===== src/hdl/acc_pkg.sv =====
// shared types and constants for the alpha checkerboard composite unit
// no dependencies; imported by every module of the block

package acc_pkg;

    localparam int CHAN_W      = 8;
    localparam int NUM_LANES   = 3;
    localparam int IN_TDATA_W  = 32;
    localparam int OUT_TDATA_W = NUM_LANES * CHAN_W;
    localparam int IMG_W_W     = 13;
    localparam int ROW_W       = 12;
    localparam int APB_AW      = 4;
    localparam int APB_DW      = 32;

    // register indexes (byte address is 4 * index)
    localparam logic [1:0] REG_IMAGE_WIDTH = 2'd0;
    localparam logic [1:0] REG_LIGHT_GRAY  = 2'd1;
    localparam logic [1:0] REG_DARK_GRAY   = 2'd2;

    localparam logic [IMG_W_W-1:0] IMAGE_WIDTH_RST = 13'd640;
    localparam logic [CHAN_W-1:0]  LIGHT_GRAY_RST  = 8'd224;
    localparam logic [CHAN_W-1:0]  DARK_GRAY_RST   = 8'd192;

    localparam logic [CHAN_W-1:0]  ALPHA_OPAQUE    = 8'd255;
    localparam logic [CHAN_W-1:0]  ALPHA_CLEAR     = 8'd0;

    // what the position tracker hands to the lanes for one pixel
    typedef struct packed {
        logic [CHAN_W-1:0] gray;
        logic              last;
    } pos_t;

endpackage


===== src/hdl/alpha_checkerboard_composite_unit.sv =====
// alpha checkerboard composite: bgra stream in, bgr over a gray checkerboard out
// a pixel passes the stage 1 register, then the output register, on its way to m_tvalid;
// throughput one pixel per clock while m_tready is high, via the combinational blend lanes
// reset: counters at the origin, image_width 640, light gray 224, dark gray 192,
// both pipeline stages empty
// depends on acc_pkg, acc_position, acc_blend_lane, acc_merge

module alpha_checkerboard_composite_unit #(
    parameter int MAX_WIDTH = 4096,
    parameter int CELL_SIZE = 8
) (
    input  logic                            clk,
    input  logic                            rst_n,
    // config port (apb style, pready tied high)
    input  logic                            psel,
    input  logic                            penable,
    input  logic                            pwrite,
    input  logic [acc_pkg::APB_AW-1:0]      paddr,
    input  logic [acc_pkg::APB_DW-1:0]      pwdata,
    output logic [acc_pkg::APB_DW-1:0]      prdata,
    output logic                            pready,
    // pixel input
    input  logic                            s_tvalid,
    output logic                            s_tready,
    input  logic [acc_pkg::IN_TDATA_W-1:0]  s_tdata,  // blue_in, green_in, red_in, alpha_in
    input  logic                            s_tuser,  // start_of_frame
    // pixel output
    output logic                            m_tvalid,
    input  logic                            m_tready,
    output logic [acc_pkg::OUT_TDATA_W-1:0] m_tdata,  // blue_out, green_out, red_out
    output logic                            m_tlast   // end_of_row
);
    import acc_pkg::*;

    // configuration registers
    logic [IMG_W_W-1:0] image_width_reg;
    logic [CHAN_W-1:0]  light_gray_reg;
    logic [CHAN_W-1:0]  dark_gray_reg;
    logic               cfg_wr;
    logic [1:0]         cfg_idx;

    // stage 1: accepted pixel with its gray level and row-end flag
    logic               s1_valid_reg, s1_valid_next;
    logic [CHAN_W-1:0]  s1_chan_reg [NUM_LANES];
    logic [CHAN_W-1:0]  s1_alpha_reg;
    pos_t               s1_pos_reg;

    logic               in_accept;
    logic               merge_ready;
    pos_t               pos;
    logic [CHAN_W-1:0]  lane_px [NUM_LANES];

    assign pready  = 1'b1;
    assign cfg_idx = paddr[3:2];
    assign cfg_wr  = psel && penable && pwrite;

    always_ff @(posedge clk or negedge rst_n)
    begin
        if (!rst_n)
        begin
            image_width_reg <= IMAGE_WIDTH_RST;
            light_gray_reg  <= LIGHT_GRAY_RST;
            dark_gray_reg   <= DARK_GRAY_RST;
        end
        else if (cfg_wr)
        begin
            // unknown register indexes are dropped
            unique case (cfg_idx)
                REG_IMAGE_WIDTH: image_width_reg <= pwdata[IMG_W_W-1:0];
                REG_LIGHT_GRAY:  light_gray_reg  <= pwdata[CHAN_W-1:0];
                REG_DARK_GRAY:   dark_gray_reg   <= pwdata[CHAN_W-1:0];
                default:         ;
            endcase
        end
    end

    always_comb
    begin
        unique case (cfg_idx)
            REG_IMAGE_WIDTH: prdata = APB_DW'(image_width_reg);
            REG_LIGHT_GRAY:  prdata = APB_DW'(light_gray_reg);
            REG_DARK_GRAY:   prdata = APB_DW'(dark_gray_reg);
            default:         prdata = '0;
        endcase
    end

    // stage 1 holds a pixel until the output stage can take it; a new pixel
    // enters in the same cycle the held one moves on
    assign s_tready  = !s1_valid_reg || merge_ready;
    assign in_accept = s_tvalid && s_tready;

    always_comb
    begin
        if (in_accept)
            s1_valid_next = 1'b1;
        else if (merge_ready)
            s1_valid_next = 1'b0;
        else
            s1_valid_next = s1_valid_reg;
    end

    // position tracker sees the pixel in its accept cycle
    acc_position #(
        .MAX_WIDTH (MAX_WIDTH),
        .CELL_SIZE (CELL_SIZE)
    ) u_position (
        .clk         (clk),
        .rst_n       (rst_n),
        .accept      (in_accept),
        .sof         (s_tuser),
        .image_width (image_width_reg),
        .light_gray  (light_gray_reg),
        .dark_gray   (dark_gray_reg),
        .pos         (pos)
    );

    always_ff @(posedge clk or negedge rst_n)
    begin
        if (!rst_n)
            s1_valid_reg <= 1'b0;
        else
            s1_valid_reg <= s1_valid_next;
    end

    always_ff @(posedge clk)
    begin
        if (in_accept)
        begin
            for (int i = 0; i < NUM_LANES; i++)
                s1_chan_reg[i] <= s_tdata[i*CHAN_W +: CHAN_W];
            s1_alpha_reg <= s_tdata[NUM_LANES*CHAN_W +: CHAN_W];
            s1_pos_reg   <= pos;
        end
    end

    // one blend lane per color channel (blue, green, red), all sharing alpha and gray
    for (genvar gi = 0; gi < NUM_LANES; gi++)
    begin : g_lane
        acc_blend_lane u_lane (
            .color  (s1_chan_reg[gi]),
            .alpha  (s1_alpha_reg),
            .gray   (s1_pos_reg.gray),
            .result (lane_px[gi])
        );
    end

    // merge the lane results into the registered output transaction
    acc_merge u_merge (
        .clk        (clk),
        .rst_n      (rst_n),
        .load_valid (s1_valid_reg),
        .load_ready (merge_ready),
        .lane_px    (lane_px),
        .lane_last  (s1_pos_reg.last),
        .m_tvalid   (m_tvalid),
        .m_tready   (m_tready),
        .m_tdata    (m_tdata),
        .m_tlast    (m_tlast)
    );

endmodule


===== src/hdl/acc_position.sv =====
// raster position tracker: column/row counters and checkerboard cell parity
// depends on acc_pkg

module acc_position #(
    parameter int MAX_WIDTH = 4096,
    parameter int CELL_SIZE = 8
) (
    input  logic                          clk,
    input  logic                          rst_n,
    input  logic                          accept,
    input  logic                          sof,
    input  logic [acc_pkg::IMG_W_W-1:0]   image_width,
    input  logic [acc_pkg::CHAN_W-1:0]    light_gray,
    input  logic [acc_pkg::CHAN_W-1:0]    dark_gray,
    output acc_pkg::pos_t                 pos
);
    import acc_pkg::*;

    localparam int COL_W  = (MAX_WIDTH > 1) ? $clog2(MAX_WIDTH) : 1;
    localparam int CMP_W  = (COL_W + 1 > IMG_W_W + 1) ? COL_W + 1 : IMG_W_W + 1;
    localparam int CELL_W = (CELL_SIZE > 1) ? $clog2(CELL_SIZE) : 1;
    localparam logic [CMP_W-1:0]  MAX_W_C   = CMP_W'(MAX_WIDTH);
    localparam logic [CELL_W-1:0] CELL_LAST = CELL_W'(CELL_SIZE - 1);

    logic [COL_W-1:0]  col_reg, col_next, col_eff;
    logic [ROW_W-1:0]  row_reg, row_next, row_eff;
    logic [CELL_W-1:0] col_sub_reg, col_sub_next, col_sub_eff;
    logic [CELL_W-1:0] row_sub_reg, row_sub_next, row_sub_eff;
    logic              col_par_reg, col_par_next, col_par_eff;
    logic              row_par_reg, row_par_next, row_par_eff;
    logic [CMP_W-1:0]  iw_ext, eff_width, col_plus;
    logic              last;

    always_comb
    begin
        // start of frame puts this pixel at the origin
        col_eff     = sof ? '0 : col_reg;
        row_eff     = sof ? '0 : row_reg;
        col_sub_eff = sof ? '0 : col_sub_reg;
        row_sub_eff = sof ? '0 : row_sub_reg;
        col_par_eff = sof ? 1'b0 : col_par_reg;
        row_par_eff = sof ? 1'b0 : row_par_reg;

        iw_ext = CMP_W'(image_width);
        if (iw_ext == '0)
            eff_width = CMP_W'(1);
        else if (iw_ext > MAX_W_C)
            eff_width = MAX_W_C;
        else
            eff_width = iw_ext;

        col_plus = CMP_W'(col_eff) + CMP_W'(1);
        last     = (col_plus >= eff_width);

        pos.gray = (col_par_eff ^ row_par_eff) ? dark_gray : light_gray;
        pos.last = last;

        if (last)
        begin
            col_next     = '0;
            col_sub_next = '0;
            col_par_next = 1'b0;
            row_next     = row_eff + ROW_W'(1);
            if (&row_eff)
            begin
                // row count wraps, parity restarts with it
                row_sub_next = '0;
                row_par_next = 1'b0;
            end
            else if (row_sub_eff == CELL_LAST)
            begin
                row_sub_next = '0;
                row_par_next = ~row_par_eff;
            end
            else
            begin
                row_sub_next = row_sub_eff + CELL_W'(1);
                row_par_next = row_par_eff;
            end
        end
        else
        begin
            col_next     = col_eff + COL_W'(1);
            row_next     = row_eff;
            row_sub_next = row_sub_eff;
            row_par_next = row_par_eff;
            if (col_sub_eff == CELL_LAST)
            begin
                col_sub_next = '0;
                col_par_next = ~col_par_eff;
            end
            else
            begin
                col_sub_next = col_sub_eff + CELL_W'(1);
                col_par_next = col_par_eff;
            end
        end
    end

    always_ff @(posedge clk or negedge rst_n)
    begin
        if (!rst_n)
        begin
            col_reg     <= '0;
            row_reg     <= '0;
            col_sub_reg <= '0;
            row_sub_reg <= '0;
            col_par_reg <= 1'b0;
            row_par_reg <= 1'b0;
        end
        else if (accept)
        begin
            col_reg     <= col_next;
            row_reg     <= row_next;
            col_sub_reg <= col_sub_next;
            row_sub_reg <= row_sub_next;
            col_par_reg <= col_par_next;
            row_par_reg <= row_par_next;
        end
    end

endmodule


===== src/hdl/acc_blend_lane.sv =====
// one color channel lane: alpha blend against the cell gray, divide by 255 rounded
// depends on acc_pkg

module acc_blend_lane (
    input  logic [acc_pkg::CHAN_W-1:0] color,
    input  logic [acc_pkg::CHAN_W-1:0] alpha,
    input  logic [acc_pkg::CHAN_W-1:0] gray,
    output logic [acc_pkg::CHAN_W-1:0] result
);
    import acc_pkg::*;

    logic [2*CHAN_W-1:0] prod_c, prod_g;
    logic [2*CHAN_W:0]   v, rounded;
    logic [CHAN_W-1:0]   inv_alpha;

    always_comb
    begin
        inv_alpha = ALPHA_OPAQUE - alpha;
        prod_c    = color * alpha;
        prod_g    = gray * inv_alpha;
        v         = {1'b0, prod_c} + {1'b0, prod_g};
        // (v + 128 + (v >> 8)) >> 8 approximates v / 255 rounded
        rounded   = v + (2*CHAN_W+1)'(128) + (v >> CHAN_W);

        if (alpha == ALPHA_OPAQUE)
            result = color;
        else if (alpha == ALPHA_CLEAR)
            result = gray;
        else
            result = rounded[2*CHAN_W-1:CHAN_W];
    end

endmodule


===== src/hdl/acc_merge.sv =====
// output stage: gathers the lane results into one registered bgr transaction
// depends on acc_pkg

module acc_merge (
    input  logic                            clk,
    input  logic                            rst_n,
    input  logic                            load_valid,
    output logic                            load_ready,
    input  logic [acc_pkg::CHAN_W-1:0]      lane_px [acc_pkg::NUM_LANES],
    input  logic                            lane_last,
    output logic                            m_tvalid,
    input  logic                            m_tready,
    output logic [acc_pkg::OUT_TDATA_W-1:0] m_tdata,
    output logic                            m_tlast
);
    import acc_pkg::*;

    logic                   valid_reg, valid_next;
    logic [OUT_TDATA_W-1:0] data_reg, data_next;
    logic                   last_reg;
    logic                   load;

    always_comb
    begin
        load_ready = !valid_reg || m_tready;
        load       = load_valid && load_ready;
        for (int i = 0; i < NUM_LANES; i++)
            data_next[i*CHAN_W +: CHAN_W] = lane_px[i];
        if (load)
            valid_next = 1'b1;
        else if (m_tready)
            valid_next = 1'b0;
        else
            valid_next = valid_reg;
    end

    always_ff @(posedge clk or negedge rst_n)
    begin
        if (!rst_n)
            valid_reg <= 1'b0;
        else
            valid_reg <= valid_next;
    end

    always_ff @(posedge clk)
    begin
        if (load)
        begin
            data_reg <= data_next;
            last_reg <= lane_last;
        end
    end

    assign m_tvalid = valid_reg;
    assign m_tdata  = data_reg;
    assign m_tlast  = last_reg;

endmodule

===== config.mk =====
export PLATFORM = sky130hd
export DESIGN_NAME = alpha_checkerboard_composite_unit
export DESIGN_NICKNAME = d
export VERILOG_FILES = /design/src/hdl/acc_pkg.sv /design/src/hdl/alpha_checkerboard_composite_unit.sv /design/src/hdl/acc_position.sv /design/src/hdl/acc_blend_lane.sv /design/src/hdl/acc_merge.sv
export SDC_FILE = /design/constraint.sdc
export NUM_CORES = 1
export LEC_CHECK = 0
export BUFFER_PORTS_ARGS = -buffer_cell sky130_fd_sc_hd__buf_2
export CELL_PAD_IN_SITES_DETAIL_PLACEMENT = 0
export CELL_PAD_IN_SITES_GLOBAL_PLACEMENT = 1
export CORE_MARGIN = 2
export CORE_UTILIZATION = 34
export DETAILED_ROUTE_END_ITERATION = 6
export GPL_TIMING_DRIVEN = 0
export HOLD_SLACK_MARGIN = 0.1
export PLACE_DENSITY = 0.58
export SLEW_MARGIN = 20
export SYNTH_ARGS = -nofsm -noshare
export SYNTH_HDL_FRONTEND = slang
export SYNTH_SLANG_ARGS = --single-unit

===== constraint.sdc =====
create_clock -name clk -period 14.2 [get_ports clk]
set_input_delay 2.13 -clock clk [delete_from_list [all_inputs] [get_ports clk]]
set_output_delay 2.13 -clock clk [all_outputs]
set_load 0.02 [all_outputs]

==> reports/results.tsv, run 1 <==
stage	metric	value	unit
outcome	status	finished clean	
setup_path	R2R setup slack	3.26	ns
clock_network	Clock Sinks	129	
setup_path	element type at the critical path end	register	
layout	fill cell count	5267	
clock_network	Clock Path Buffers	2	
drt	DRC	0	
setup_path	slowest stage delay, CP	0.79	ns
global_route	global-route wire length before repair	78.5	mm
logic_synthesis	number of enable flip-flop cells after synthesis	66	
setup_path	Worst R2R Start	s1_alpha_reg[3]$_DFFE_PP_	
logic_synthesis	Synth top area share	21.6	%
sta	final worst setup slack	3.26	ns
floorplan	Site Rows	83	
placement	Port Buffers	94	
drt	DRT antenna net count	0	
logic_synthesis	cell taking the most area after synthesis	fa_1	
floorplan	Initial Utilization	34.3	%
clock_network	CTS Root Cell	clkbuf_16	
placement	routability cong.	0.810	
global_route	vias in the first global route	14014	
sta	Layout Skew	0.0159	ns
sta	Max Slew Vio Count	0	
sta	Fmax	91.4	MHz
logic_synthesis	Seq cells post-synth	129	
clock_network	setup bufs post-CTS	0	
clock_network	total CTS buffers	17	
clock_network	CTS tree	built	
floorplan	num ports	136	
setup_path	worst r2r path cells	36	
setup_path	end of the critical path	u_merge.m_tdata[3]$_DFFE_PP_	
floorplan	die area	53300	sq um
sta	Worst Tran Pin Value	1.18	ns
clock_network	worst skew pair latency	0.48	ns
sta	RSZ-0062 raised after global routing	false	
logic_synthesis	syn_area_per_cell	9.29	sq um
clock_network	cts-stage hold buffer count	0	
layout	area occupied by multi-input gates	12400	sq um
drt	final wirelength	49.4	mm
layout	Layout Cells excl Fill	2718	
sta	minimum clock period	10.94	ns
sta	Slew Limit Headroom	21.0	%
layout	synthesis-to-finish area growth	11.9	%
layout	Final Cell Area	19600	sq um
setup_path	slowest CP cell	xnor2_1	
setup_path	Setup CP Type	register to register	
logic_synthesis	cell count after synthesis	1885	
setup_path	Worst path most repeated cell	fa_1	
clock_network	clock slew at reported path FFs	0.08	ns
logic_synthesis	warnings from Yosys	0	
global_route	global route total overflow	0	
global_route	largest net degree at the start of global routing	52	
placement	Post-Place Cells	2683	
sta	final-report hold violation count	0	
setup_path	startpoint class of the critical path	register	
floorplan	Die Y	231	microns
layout	FF/Latch Area	3570	sq um
setup_path	CP Launch Point	s1_alpha_reg[3]$_DFFE_PP_	
setup_path	Reg-to-Reg End	u_merge.m_tdata[3]$_DFFE_PP_	
clock_network	htree depth	4	
sta	setup violators final	0	
logic_synthesis	top cells by area, synth	fa_1 (22%), ha_1 (14%), edfxtp_1 (11%)	
setup_path	crit path DAT	11.21	ns
drt	1st-pass router iterations	6	
sta	period utilisation layout	77.0	%
floorplan	Core ar.	51100	sq um
layout	Final #Nets	2489	
placement	area of placed instances	19000	sq um
drt	number of vias in the routed layout	13346	
layout	share of layout cells above drive strength 1	12.0	%
drt	wire per inst	18.2	microns
placement	Setup Slack @ Placement	3.17	ns
setup_path	Data required, critical path	14.47	ns
global_route	initial antenna violation count	10	
drt	DRT iter0 DRCs	734	
setup_path	Critical Path Fanout Max	10	
logic_synthesis	fraction of registers with async set/reset	48.8	%
job	Maximum Capacitance Violations	0	
logic_synthesis	sequential share of the synthesized area	20.4	%
clock_network	# resized after CTS	0	
logic_synthesis	Post-Syn Area	17500	sq um
min_path	hold crit path type	register to register	
logic_synthesis	Synth cell types	92	
floorplan	DIE WIDTH	231	microns
logic_synthesis	Main synth FF type	edfxtp_1	
layout	commonest non-fill, non-tap cells in the layout	inv_1 (313), ha_1 (202), nand2_1 (192), fa_1 (189), and2_1 (107)	
placement	DP HPWL	39.7	mm
drt	drt via density	4.91	
global_route	gr usage total	19.3	%
layout	commonest non-fill, non-tap cell in the layout	inv_1	
sta	Setup TNS Final	0	ns
-- cell type report --
class / instances / share of cell area [%]
multi-input combinational: 1369 / 63.2
sequential: 129 / 18.2
inverter: 314 / 6.02
tap: 680 / 4.34
timing repair buffer: 97 / 2.80
buffer: 94 / 2.50
clock buffer: 17 / 2.17
clock inverter: 15 / 0.722
antenna: 3 / 0.0383
-- per-layer routing --
metal / share of wire [%] / vias up / track usage (%)
li1: - / 6412 / -
met1: 45 / 6613 / 24.9
met2: 48 / 252 / 32.4
met3: 4.8 / 57 / 4.03
met4: 2.6 / 12 / 6.21
met5: 0.14 / - / 0
-- worst min path at each step --
stage	start	to	slack (ns)	cells after the start
finish	s1_pos_reg[0]$_DFFE_PP_	u_merge.m_tlast$_DFFE_PP_	0.42	0
global route	s1_pos_reg[0]$_DFFE_PP_	u_merge.m_tlast$_DFFE_PP_	0.43	0
CTS	s1_pos_reg[0]$_DFFE_PP_	u_merge.m_tlast$_DFFE_PP_	0.42	0
detailed placement	s1_pos_reg[0]$_DFFE_PP_	u_merge.m_tlast$_DFFE_PP_	0.41	0
global placement	s1_pos_reg[0]$_DFFE_PP_	u_merge.m_tlast$_DFFE_PP_	0.41	0
floorplan	s1_pos_reg[0]$_DFFE_PP_	u_merge.m_tlast$_DFFE_PP_	0.40	0
-- Yosys cell counts (9+ instances only) --
master	instances
nand2b_1	25
nor3_1	19
xor2_1	27
or3_1	9
o22ai_1	10
dfrtp_1	56
nand2_1	192
and3_1	13
nand3_1	27
o21ai_0	49
ha_1	202
buf_4	20
o21ai_1	13
a31oi_1	13
o21a_1	9
a21oi_1	50
fa_1	189
a21o_1	18
clkbuf_1	53
and2_1	108
edfxtp_1	66
mux2i_1	16
xnor2_1	46
mux2_2	36
nor2_1	68
nor2b_1	65
inv_1	313
nand4_1	13
buf_1	15
-- logic make-up (layout without fill, tap and decap cells) --
logic type | count (synthesis) | after routing | synth area share, %
flops | 129 | 129 | 20.4
xor+xnor | 74 | 74 | 3.75
fa+ha+maj | 391 | 391 | 36.1
mux | 52 | 52 | 3.23
buf+inv | 408 | 537 | 9.51
simple gates | 571 | 571 | 16.7
other cells | 2 | 26 | 0.0429
compound gates | 258 | 258 | 10.4
-- worst max-delay path, delay by kind of cell, from the launching register on --
family,cells,cell delay [ns]
DFF,1,0.52
AOI/OAI and AO/OA,8,1.98
buffers and inverters,7,0.82
adders and majority gates,11,4.62
xor gates and xnor gates,3,1.24
and+or+nand+nor,7,1.54
-- per-stage QoR --
step | hold WS (ns) | util, %
final | 0.424 | 38.3
after global routing | 0.430 | 38.3
after CTS | 0.423 | 38.3
after detailed placement | 0.407 | 37.2
after global placement | 0.406 | 37.0
after floorplan | 0.400 | -
Power of run 1 is left out: the tool's default activity adds up to more than one toggle a clock period on the data nets, which glitch-free logic cannot reach.
==> run 2: changes to the inputs <==
Settings changed: ABC_AREA set to 1, PLACE_DENSITY 0.58 to 0.63.
Clock period 14.2 ns to 9 ns, I/O delays scaled along.
==> reports/results.tsv, run 2 <==
stage	metric	value	unit	change
outcome	status	finished clean		unchanged
layout	FF/Latch Area	3570	sq um	unchanged
clock_network	htree depth	4		unchanged
placement	Port Buffers	94		unchanged
setup_path	Setup CP Type	register to register		unchanged
floorplan	num ports	136		unchanged
sta	setup violators final	0		unchanged
layout	synthesis-to-finish area growth	21.1	%	was 11.9%
logic_synthesis	top post-synthesis cells by count	inv_1 (552), nand2_1 (494), ha_1 (202), fa_1 (189), nor2_1 (176)		was inv_1 (313), ha_1 (202), nand2_1 (192), fa_1 (189), and2_1 (108)
drt	DRT antenna net count	0		unchanged
drt	DRT iter0 DRCs	807		was 734
logic_synthesis	Synth top area share	20.9	%	was 21.6%
setup_path	Worst path most repeated cell	fa_1		unchanged
logic_synthesis	fraction of registers with async set/reset	48.8	%	unchanged
clock_network	CTS tree	built		unchanged
sta	RSZ-0062 raised after global routing	true		was false
job	Maximum Capacitance Violations	0		unchanged
layout	area occupied by multi-input gates	13100	sq um	was 12400 sq um
logic_synthesis	cell taking the most area after synthesis	fa_1		unchanged
layout	Layout Cells excl Fill	3233		was 2718
logic_synthesis	Seq cells post-synth	129		unchanged
drt	drt via density	4.76		was 4.91
drt	number of vias in the routed layout	15385		was 13346
logic_synthesis	sequential share of the synthesized area	19.7	%	was 20.4%
global_route	vias in the first global route	15556		was 14014
sta	Slew Limit Headroom	20.5	%	was 21.0%
setup_path	startpoint class of the critical path	register		unchanged
clock_network	CTS Root Cell	clkbuf_16		unchanged
global_route	initial antenna violation count	5		was 10
placement	routability cong.	0.860		was 0.810
layout	share of layout cells above drive strength 1	19.9	%	was 12.0%
floorplan	DIE WIDTH	235	microns	was 231 microns
layout	commonest non-fill, non-tap cell in the layout	inv_1		unchanged
logic_synthesis	syn_area_per_cell	7.73	sq um	was 9.29 sq um
sta	Fmax	114	MHz	was 91.4 MHz
sta	Post-Route Hold Slack	0.420	ns	was 0.424 ns
clock_network	cts-stage hold buffer count	0		unchanged
sta	final-report hold violation count	0		unchanged
clock_network	clock slew at reported path FFs	0.06	ns	was 0.08 ns
min_path	hold crit path type	register to register		unchanged
sta	Worst Tran Pin Value	1.19	ns	was 1.18 ns
setup_path	slowest CP cell	fa_1		was xnor2_1
logic_synthesis	Post-Syn Area	18100	sq um	was 17500 sq um
sta	Max Slew Vio Count	0		unchanged
drt	DRC	0		unchanged
sta	period utilisation layout	97.4	%	was 77.0%
floorplan	die area	55000	sq um	was 53300 sq um
clock_network	Clock Sinks	129		unchanged
sta	Layout Skew	0.0130	ns	was 0.0159 ns
logic_synthesis	top cells by area, synth	fa_1 (21%), ha_1 (14%), inv_1 (11%)		was fa_1 (22%), ha_1 (14%), edfxtp_1 (11%)
drt	wire per inst	17.1	microns	was 18.2 microns
drt	final wirelength	55.3	mm	was 49.4 mm
setup_path	Data required, critical path	9.29	ns	was 14.47 ns
logic_synthesis	Synth cell types	52		was 92
drt	1st-pass router iterations	5		was 6
logic_synthesis	Main synth FF type	edfxtp_1		unchanged
global_route	global-route wire length before repair	85.6	mm	was 78.5 mm
floorplan	Site Rows	84		was 83
placement	DP HPWL	42.3	mm	was 39.7 mm
logic_synthesis	cell count after synthesis	2339		was 1885
layout	fill cell count	5534		was 5267
floorplan	Die Y	235	microns	was 231 microns
global_route	global route total overflow	0		unchanged
clock_network	total CTS buffers	17		unchanged
floorplan	Initial Utilization	34.4	%	was 34.3%
setup_path	CP delay by family, top	adder cells		unchanged
layout	commonest non-fill, non-tap cells in the layout	inv_1 (532), nand2_1 (463), fa_1 (188), nor2_1 (164), ha_1 (162)		was inv_1 (313), ha_1 (202), nand2_1 (192), fa_1 (189), and2_1 (107)
setup_path	crit path DAT	9.06	ns	was 11.21 ns
placement	Post-Place Cells	3145		was 2683
setup_path	element type at the critical path end	register		unchanged
setup_path	crit path buf inv count	10		was 7
sta	minimum clock period	8.77	ns	was 10.94 ns
setup_path	slowest stage delay, CP	0.56	ns	was 0.79 ns
logic_synthesis	warnings from Yosys	0		unchanged
logic_synthesis	top-count cell post-synth	inv_1		unchanged
clock_network	Clock Path Buffers	2		unchanged
setup_path	Critical Path Fanout Max	5		was 10
clock_network	worst skew pair latency	0.49	ns	was 0.48 ns
global_route	largest net degree at the start of global routing	48		was 52
global_route	gr usage total	20.9	%	was 19.3%
layout	Final #Nets	2998		was 2489
floorplan	Core ar.	52600	sq um	was 51100 sq um
logic_synthesis	number of enable flip-flop cells after synthesis	66		unchanged
==> run 2: changes by cell type in the layout (fill, tap and decap cells not counted), sizes merged, moves of 16 or more <==
cell / change
mux2: -36
and2: -104
o21ai: +19
nand3: +77
nand2b: -25
nor2b: -65
buf: +72
nor2: +118
inv: +246
xnor2: -19
mux2i: -16
a21oi: +47
nand2: +335
a21o: -16
==> run 2: stage by stage <==
step | util [%] | setup WS [ns] | instance area (sq um) | TNS [ns]
after floorplan | - | 0.105 | 18200 | 0
after global placement | 37.1 | -2.19 | 19500 | -45.95
after detailed placement | 37.3 | -2.21 | 19600 | -46.78
after CTS | 39.7 | 0.000888 | 20900 | 0
after global routing | 41.7 | -0.120 | 21900 | -0.864
final | 41.7 | 0.234 | 21900 | 0
==> run 2: path summary, 6_finish.rpt <==
path | depth (start not counted) | end | startpoint | slack (ns)
worst max-delay path | 37 | u_merge.m_tdata[10]$_DFFE_PP_ | s1_alpha_reg[4]$_DFFE_PP_ | 0.23
worst min-delay path | 0 | u_merge.m_tlast$_DFFE_PP_ | s1_pos_reg[0]$_DFFE_PP_ | 0.42
worst max register to register | 37 | u_merge.m_tdata[10]$_DFFE_PP_ | s1_alpha_reg[4]$_DFFE_PP_ | 0.23
worst min register to register | 0 | u_merge.m_tlast$_DFFE_PP_ | s1_pos_reg[0]$_DFFE_PP_ | 0.42
max in group asynchronous | 2 | image_width_reg[7]$_DFFE_PN1P_ | rst_n | 7.71
min in group asynchronous | 1 | light_gray_reg[2]$_DFFE_PN0P_ | rst_n | 0.74
==> run 2: per-layer routing <==
| metal | GRT usage [%] | wire length [microns] |
|---|---|---|
| met5 | 0 | 49 |
| met4 | 7.43 | 1650 |
| met3 | 4.00 | 3130 |
| met2 | 34.8 | 26400 |
| met1 | 26.9 | 24100 |
==> run 2: cells by family after synthesis <==
kind of cell	after synthesis	share of synthesized area, %
DFF	129	19.7
AOI/OAI and AO/OA	217	6.57
and+or+nand+nor	883	21.3
buffers and inverters	660	14.2
adders and majority gates	391	34.9
xor gates and xnor gates	57	3.26
other	2	0.0415
==> run 2: layout make-up <==
type | count | area share [%]
timing repair buffer | 158 | 4.93
clock inverter | 13 | 0.617
tap | 688 | 3.93
clock buffer | 19 | 2.17
multi-input combinational | 1571 | 60.0
buffer | 91 | 2.31
antenna | 1 | 0.0114
inverter | 563 | 9.73
sequential | 129 | 16.3
==> run 2: timing repair <==
action / CTS / global route
gates resized for setup: 91 / 184
setup buffers: 34 / 28
pin swaps: 36 / 98
endpoints found under the setup margin: 24 / 24
Power of run 2 is left out for the same reason.
